<file path="src/rtl/core/bdi_pkg.sv">
`timescale 1ns / 1ps
// ----------------------------------------------------------------------------
// BDI size estimator package
// Shared types, constants and sub-word helpers for the BDI size estimator.
// ----------------------------------------------------------------------------
package bdi_pkg;

    // Line geometry.
    localparam int LINE_WORDS = 8;
    localparam int LW_BITS    = $clog2(LINE_WORDS);
    localparam int IDX_BITS   = 5;     // index of a sub-word, up to 32 per line

    // Result and cost constants.
    localparam logic [9:0]  UNCOMP_BITS = 10'd512;
    localparam int          COST_BITS   = 12;
    localparam logic [COST_BITS-1:0] SIZE_FIELD_BITS = COST_BITS'(6 * 2 + 2);
    localparam logic [63:0] MAG_LIMIT   = 64'h8000_0000_0000_0000;

    // Base size codes: 0 is 2 bytes, 1 is 4 bytes, 2 is 8 bytes, 3 means all done.
    localparam logic [1:0] SZ_DONE = 2'd3;

    // Configuration register indexes.
    localparam logic [1:0] CFG_ALG_SEL = 2'd0;
    localparam logic [1:0] CFG_BASE_EN = 2'd1;

    typedef enum logic [2:0] {
        S_IDLE,
        S_PICK,
        S_BASE_RD,
        S_BASE_LAT,
        S_DAT_RD,
        S_EX1,
        S_EX2,
        S_COST
    } t_state;

    // Buffer word that holds a given sub-word.
    function automatic logic [LW_BITS-1:0] word_addr(input logic [1:0] sz,
                                                     input logic [IDX_BITS-1:0] idx);
        logic [LW_BITS-1:0] a;
        case (sz)
            2'd0:    a = idx[4:2];
            2'd1:    a = idx[3:1];
            default: a = idx[2:0];
        endcase
        return a;
    endfunction

    // Zero-extended sub-word taken out of its buffer word.
    function automatic logic [63:0] sub_word(input logic [1:0] sz,
                                             input logic [IDX_BITS-1:0] idx,
                                             input logic [63:0] w);
        logic [63:0] v;
        case (sz)
            2'd0:    v = {48'd0, w[16*idx[1:0] +: 16]};
            2'd1:    v = {32'd0, w[32*idx[0] +: 32]};
            default: v = w;
        endcase
        return v;
    endfunction

    // Last sub-word index for a base size.
    function automatic logic [IDX_BITS-1:0] last_idx(input logic [1:0] sz);
        return IDX_BITS'((32 >> sz) - 1);
    endfunction

    // Delta width: zero for zero, else magnitude bit length plus a sign bit.
    function automatic logic [6:0] delta_bits(input logic [63:0] mag);
        logic [6:0] n;
        n = 7'd0;
        for (int i = 0; i < 64; i++) begin
            if (mag[i]) begin
                n = 7'(i + 2);
            end
        end
        return n;
    endfunction

endpackage

</file>
<file path="src/rtl/core/bdi_compressed_size_estimator.sv">
`timescale 1ns / 1ps
// ----------------------------------------------------------------------------
// BDI compressed size estimator
// Collects a cache line and reports its smallest base-delta-immediate size.
// ----------------------------------------------------------------------------
// Usage:
//   Words of a line are sent on i_line_word with i_start; a word is taken at
//   an edge where i_start is high and o_busy is low. The word with
//   i_last_word high starts the size search. Other words leave it ready.
//   The result appears on o_compressed_bits with o_done high for one cycle;
//   the receiver cannot stall it, and o_busy stays high through that cycle.
//   After the last word each base size passes through S_PICK; for an enabled
//   size, with nw = 32, 16, 8 sub-words for base sizes of 2, 4, 8 bytes,
//   each of the nw sub-words is read as base (S_BASE_RD, S_BASE_LAT), all nw
//   sub-words are scanned against it (S_DAT_RD, S_EX1, S_EX2) and S_COST
//   follows; a scan stops early at the magnitude limit. S_PICK ends the search.
//   One shared subtract/compare datapath and the single read port of the line
//   buffer set this sequence. With algorithm select low no size is tried.
//   Configuration writes go through i_cfg_we, i_cfg_idx, i_cfg_data; the user
//   must make them only while idle, as the block itself does not enforce it.
//   Reset clears the control state and the write position and restores the
//   register defaults; buffer contents are undefined until written.
module bdi_compressed_size_estimator (
    input  logic        i_clk,
    input  logic        i_rst_n,
    input  logic        i_start,
    output logic        o_busy,
    input  logic [63:0] i_line_word,
    input  logic        i_last_word,
    output logic        o_done,
    output logic [9:0]  o_compressed_bits,
    input  logic        i_cfg_we,
    input  logic [1:0]  i_cfg_idx,
    input  logic [2:0]  i_cfg_data
);
    import bdi_pkg::*;

    t_state r_state, n_state;

    logic [63:0]          r_mem [LINE_WORDS];
    logic [63:0]          r_rd_data;
    logic [LW_BITS-1:0]   w_rd_addr;
    logic [LW_BITS-1:0]   r_wcnt;
    logic                 r_alg_sel;
    logic [2:0]           r_base_en;

    logic [1:0]           r_sz, n_sz;
    logic [IDX_BITS-1:0]  r_b, n_b, r_d, n_d;
    logic [63:0]          r_base, n_base;
    logic [63:0]          r_mb, n_mb, r_mi, n_mi;
    logic                 r_brk, n_brk;
    logic [5:0]           r_nb, n_nb, r_ni, n_ni;
    logic [6:0]           r_wb, n_wb, r_wi, n_wi;
    logic [9:0]           r_best, n_best;

    logic                 w_accept;
    logic [63:0]          w_data, w_diff;
    logic [6:0]           w_dsz;
    logic [COST_BITS-1:0] w_cost;

    assign w_accept = i_start && (r_state == S_IDLE) && !o_done;

    // Line buffer write and single registered read port.
    always_ff @(posedge i_clk) begin
        if (w_accept) begin
            r_mem[r_wcnt] <= i_line_word;
        end
        r_rd_data <= r_mem[w_rd_addr];
    end

    // Write position and configuration registers.
    always_ff @(posedge i_clk) begin
        if (!i_rst_n) begin
            r_wcnt    <= '0;
            r_alg_sel <= 1'b1;
            r_base_en <= 3'd6;
        end else begin
            if (w_accept) begin
                r_wcnt <= i_last_word ? '0 : r_wcnt + LW_BITS'(1);
            end
            if (i_cfg_we) begin
                case (i_cfg_idx)
                    CFG_ALG_SEL: r_alg_sel <= i_cfg_data[0];
                    CFG_BASE_EN: r_base_en <= i_cfg_data;
                    default: ;
                endcase
            end
        end
    end

    // Result strobe follows the end of the search.
    always_ff @(posedge i_clk) begin
        if (!i_rst_n) begin
            o_done <= 1'b0;
        end else begin
            o_done <= (r_state != S_IDLE) && (n_state == S_IDLE);
        end
    end

    // Sequencer state and datapath registers.
    always_ff @(posedge i_clk) begin
        if (!i_rst_n) begin
            r_state <= S_IDLE;
        end else begin
            r_state <= n_state;
        end
        r_sz   <= n_sz;
        r_b    <= n_b;
        r_d    <= n_d;
        r_base <= n_base;
        r_mb   <= n_mb;
        r_mi   <= n_mi;
        r_brk  <= n_brk;
        r_nb   <= n_nb;
        r_ni   <= n_ni;
        r_wb   <= n_wb;
        r_wi   <= n_wi;
        r_best <= n_best;
    end

    // Shared datapath: sub-word extraction, delta, width and cost.
    always_comb begin
        w_data = sub_word(r_sz, r_d, r_rd_data);
        w_diff = w_data - r_base;
        w_dsz  = delta_bits((r_mb >= r_mi) ? r_mi : r_mb);
        w_cost = (COST_BITS'(16) << r_sz)
               + COST_BITS'(r_nb) * COST_BITS'(r_wb)
               + COST_BITS'(r_ni) * COST_BITS'(r_wi)
               + (COST_BITS'(32) >> r_sz)
               + SIZE_FIELD_BITS;
    end

    // Next state and datapath control.
    always_comb begin
        n_state   = r_state;
        n_sz      = r_sz;
        n_b       = r_b;
        n_d       = r_d;
        n_base    = r_base;
        n_mb      = r_mb;
        n_mi      = r_mi;
        n_brk     = r_brk;
        n_nb      = r_nb;
        n_ni      = r_ni;
        n_wb      = r_wb;
        n_wi      = r_wi;
        n_best    = r_best;
        w_rd_addr = word_addr(r_sz, r_d);
        case (r_state)
            S_IDLE: begin
                if (w_accept && i_last_word) begin
                    n_best  = UNCOMP_BITS;
                    n_sz    = 2'd0;
                    n_state = S_PICK;
                    if (!r_alg_sel) begin
                        n_sz = SZ_DONE;
                    end
                end
            end
            S_PICK: begin
                if (r_sz == SZ_DONE) begin
                    n_state = S_IDLE;
                end else if (r_base_en[r_sz]) begin
                    n_b     = '0;
                    n_state = S_BASE_RD;
                end else begin
                    n_sz = r_sz + 2'd1;
                end
            end
            S_BASE_RD: begin
                w_rd_addr = word_addr(r_sz, r_b);
                n_state   = S_BASE_LAT;
            end
            S_BASE_LAT: begin
                n_base  = sub_word(r_sz, r_b, r_rd_data);
                n_d     = '0;
                n_nb    = '0;
                n_ni    = '0;
                n_wb    = '0;
                n_wi    = '0;
                n_state = S_DAT_RD;
            end
            S_DAT_RD: begin
                n_state = S_EX1;
            end
            S_EX1: begin
                n_mb    = w_diff[63] ? (~w_diff + 64'd1) : w_diff;
                n_mi    = w_data[63] ? (~w_data + 64'd1) : w_data;
                n_brk   = (w_diff == MAG_LIMIT) || (w_data == MAG_LIMIT);
                n_state = S_EX2;
            end
            S_EX2: begin
                if (r_brk) begin
                    n_state = S_COST;
                end else begin
                    // Ties go to the zero base.
                    if (r_mb >= r_mi) begin
                        n_ni = r_ni + 6'd1;
                        if (w_dsz > r_wi) begin
                            n_wi = w_dsz;
                        end
                    end else begin
                        n_nb = r_nb + 6'd1;
                        if (w_dsz > r_wb) begin
                            n_wb = w_dsz;
                        end
                    end
                    if (r_d == last_idx(r_sz)) begin
                        n_state = S_COST;
                    end else begin
                        n_d     = r_d + IDX_BITS'(1);
                        n_state = S_DAT_RD;
                    end
                end
            end
            S_COST: begin
                if (w_cost < {2'b00, r_best}) begin
                    n_best = w_cost[9:0];
                end
                if (r_b == last_idx(r_sz)) begin
                    n_sz    = r_sz + 2'd1;
                    n_state = S_PICK;
                end else begin
                    n_b     = r_b + IDX_BITS'(1);
                    n_state = S_BASE_RD;
                end
            end
            default: begin
                n_state = S_IDLE;
            end
        endcase
    end

    assign o_busy            = (r_state != S_IDLE) || o_done;
    assign o_compressed_bits = r_best;

endmodule

</file>
<file path="config.mk">
export PLATFORM = sky130hd
export DESIGN_NAME = bdi_compressed_size_estimator
export DESIGN_NICKNAME = d
export VERILOG_FILES = /design/src/rtl/core/bdi_pkg.sv /design/src/rtl/core/bdi_compressed_size_estimator.sv
export SDC_FILE = /design/constraint.sdc
export NUM_CORES = 2
export LEC_CHECK = 0
export ABC_AREA = 1
export BUFFER_PORTS_ARGS = -buffer_cell sky130_fd_sc_hd__buf_2
export CAP_MARGIN = 20
export CORE_MARGIN = 2
export CORE_UTILIZATION = 45
export CTS_BUF_LIST = sky130_fd_sc_hd__clkbuf_4 sky130_fd_sc_hd__clkbuf_8 sky130_fd_sc_hd__clkbuf_16
export DETAILED_ROUTE_END_ITERATION = 6
export PLACE_DENSITY_LB_ADDON = 0.08
export SETUP_SLACK_MARGIN = 0.5
export SYNTH_ARGS = -nofsm -noshare
export SYNTH_HDL_FRONTEND = slang
export SYNTH_SLANG_ARGS = --single-unit
</file>
<file path="constraint.sdc">
create_clock -name i_clk -period 17.73 [get_ports i_clk]
set_clock_uncertainty 0.05 [all_clocks]
set_input_delay 1.773 -clock i_clk [delete_from_list [all_inputs] [get_ports i_clk]]
set_output_delay 1.773 -clock i_clk [all_outputs]
set_load 0.05 [all_outputs]
</file>
==> metrics.md <==
| Metric | Value |
|---|---|
| Outcome | `finished clean` |
| Clk Latency, worst-skew pair | `0.67 ns` |
| # rows | `115` |
| Most common cell after layout, fill and taps aside | `edfxtp_1` |
| Max stage delay on crit path | `0.75 ns` |
| EDFF count, synth | `753` |
| DP Worst Slack | `8.55 ns` |
| Period minus WS final | `9.19 ns` |
| Via count | `31500` |
| Most frequent cells in the layout | `753 x edfxtp_1, 688 x nand2_1, 670 x nor2_1, 559 x inv_1, 467 x o21ai_0` |
| Largest net degree at the start of global routing | `202` |
| Die ar. | `0.102 mm^2` |
| Inserted Clock Buffers | `a little over 90` |
| Xor/xnor cell area share of the yosys netlist | `under 10%` |
| Dpl hpwl | `78100 um` |
| Hold Vio Cnt, Final | `0` |
| Setup violations, final | `0` |
| Synthesized net count | `4955` |
| RePlAce Congestion | `0.863` |
| Initial antenna violation count | `11` |
| RSZ-0062 raised after global routing | `no` |
| H-tree depth | `3` |
| Yosys warns | `0` |
| Worst EP required | `18.09 ns` |
| Routed wire per std cell | `19.2 um` |
| Core ar. | `0.0984 mm^2` |
| Slowest cell on the critical path | `ha_1` |
| Least-Margin Pin Slew | `1.00 ns` |
| Share of post-route cells with drive strength above 1 | `under 10%` |
| Rel. slew slack | `32.8%` |
| Main combinational cell family by area after synthesis | `simple AND/OR/NAND/NOR gates` |
| Peak supply drop | `173 uV` |
| Ys async rst share | `0%` |
| I/O Buffers | `85` |
| Cell count after synthesis | `4608` |
| Max frequency | `0.109 GHz` |
| DR vias/cell | `5.25` |
| CTS resizes | `0` |
| Filler cells | `9052` |
| Final #Nets | `approximately 5000` |
| Synth-to-layout area growth | `11.2%` |
| Die Y | `~320 um` |
| Total track usage | `between 20 and 25%` |
| Chip Width | `~320 um` |
| Root buffer cell | `clkbuf_16` |
| Routed WL | `115000 um` |
| Iteration-0 DRC Markers | `2479` |
| Cell Area, Synth | `roughly 0.045 mm^2` |
| Tot Pwr | `approximately 10 mW` |
| Min Hold Slack | `between 0.4 and 0.5 ns` |
| Combinational power share | `~54%` |
| Top delay family on crit path | `simple AND/OR/NAND/NOR gates` |
| Grt total ovfl | `0` |
| Final cycle utilization of the critical path | `between 50% and 60%` |
| # hold bufs at CTS | `0` |
| Register area share after synthesis | `54.0%` |
| Seq pwr share | `26.2%` |
| Setup WS post-layout | `roughly 8.5 ns` |
| # clock sinks | `828` |
| CTS tree | `yes` |
| WP data arrival | `9.54 ns` |
| Buffers & Inverters on Critical Path | `7` |
| Leak | `20.2 nW` |
| Initial core utilization | `45.4%` |
| Clock transition at path regs | `roughly 0.060 ns` |
| Max Buffers Root-to-Sink | `3` |
| Cell Pwr Density | `around 210 mW/mm^2` |
| Pint | `5.57 mW` |
| Mux cell area share after synthesis | `0.0252%` |
| Drc violations | `0` |
| Synth Area in Compound Gates | `12.5%` |
| Synth Flop Type | `edfxtp_1` |
| Clock share of power | `19.6%` |
| CP Launch Type | `flop` |
| I/O pin total | `86` |
| Net load switching power | `4.69 mW` |
| Simple-Gate Fraction of Synth Area | `14.7%` |
| # Post-CTS Setup Buffers | `0` |
| Pins Over Slew Limit | `0` |
| Syn_area_per_cell | `9.69 um^2` |
| Vias in the first global route | `30000` |
| Setup TNS Final | `0 ns` |
| First-pass GRT wire length | `179000 um` |
| Routed Antenna Nets | `0` |
| Worst setup EP type | `flop` |
| Hold Crit Class | `reg2reg` |
| Critical path class | `reg2reg` |
| Netlist cell types | `74` |
| Maxcap violations | `0` |
| DRT Pass-1 Iters | `5` |
| Crit Path Max Fanout | `69` |
| Number of synthesized register bits | `around 830` |
| Sw Share | `between 40% and 50%` |
| Synth Area in Adders | `~8.8%` |
## synthesized netlist by cell type, drive strengths merged (3+ instances only)
cell	instances	area share, %
o22ai	66	0.92
dfxtp	75	3.4
a21oi	180	2.1
or2	12	0.17
o31ai	7	0.12
xnor2	66	1.3
nand2	709	6.1
o221ai	4	0.078
clkbuf	154	1.3
nand4	19	0.29
o41ai	3	0.092
ha	205	5.7
a21boi	22	0.49
o211ai	61	1.0
inv	567	4.8
xor2	113	2.2
nor4	11	0.24
edfxtp	753	51
nor2	677	5.7
nor3	62	0.78
buf	34	0.38
a21o	7	0.12
a221oi	4	0.078
nand3	99	1.2
a211oi	5	0.084
o21a	26	0.44
and2	6	0.084
fa	68	3.0
o21ai	481	5.5
a31oi	82	1.2
nand3b	3	0.050
o21bai	7	0.15
clkinv	3	0.025
## cell type report
class	instances	area, um^2	share of cell area [%]
sequential	828	24100	48.6
multi-input combinational	3022	17800	35.8
inverter	570	2150	4.33
tap	1287	1610	3.24
clock inverter	57	753	1.52
clock buffer	113	2480	5.01
antenna	1	2.50	0.00504
timing repair buffer	127	763	1.54
## through the flow
step                util [%]  cells  cell area, um^2
detailed placement      47.1   5834            46400
CTS                     50.4   6004            49600
global placement        47.1   5832            46400
global route            50.4   6004            49600
floorplan                  -   4608            44700
finish                  50.4   6005            49600
## state kept, by name (all words and copies together) (netlist names)
signal / cells
o_compressed_bits: 10
o_done: 1
r_alg_sel: 1
r_b: 5
r_base: 64
r_base_en: 3
r_brk: 1
r_d: 5
r_mb: 64
r_mem: 512
r_mi: 64
r_nb: 6
r_ni: 6
r_rd_data: 64
r_state: 3
r_sz: 2
r_wb: 7
r_wcnt: 3
r_wi: 7
## metal layers
metal,track usage (%),vias up,wire [um]
li1,-,15700,-
met2,35.7,669,51800
met3,3.04,172,4950
met1,32.7,14900,55400
met5,0,-,114
met4,6.31,18,3050
## tightest hold or removal path, stage by stage, from the launching register on
cell and delay [ns]:
dfxtp_1 0.32, a21oi_1 0.06, o21ai_0 0.06
## cells by family (layout without fill, tap and decap cells)
kind of cell,after synthesis,count (layout)
adders and majority gates,273,273
DFF,828,828
and+or+nand+nor,1604,1604
other,0,1
muxes,1,1
xor gates and xnor gates,179,179
AOI/OAI and AO/OA,965,965
buffers and inverters,758,867
## power by group through the flow
stage                     Sequential, mW  Combinational [mW]  Clock (mW)
after detailed placement            2.73                5.55           0
final                               2.69                5.55        2.01
after global routing                2.70                6.29        2.13
after floorplan                     2.67                4.05           0
after CTS                           2.69                5.59        2.05
after global placement              2.73                5.52           0
## final timing paths
check / slack (ns) / depth (start not counted) / start / end
max: 8.54 / 54 / r_sz[1] / r_mb[43]
min: 0.42 / 2 / r_alg_sel / r_alg_sel
max reg2reg: 8.54 / 54 / r_sz[1] / r_mb[43]
min reg2reg: 0.42 / 2 / r_alg_sel / r_alg_sel
Note: power is estimated with default switching activity, not from simulation.
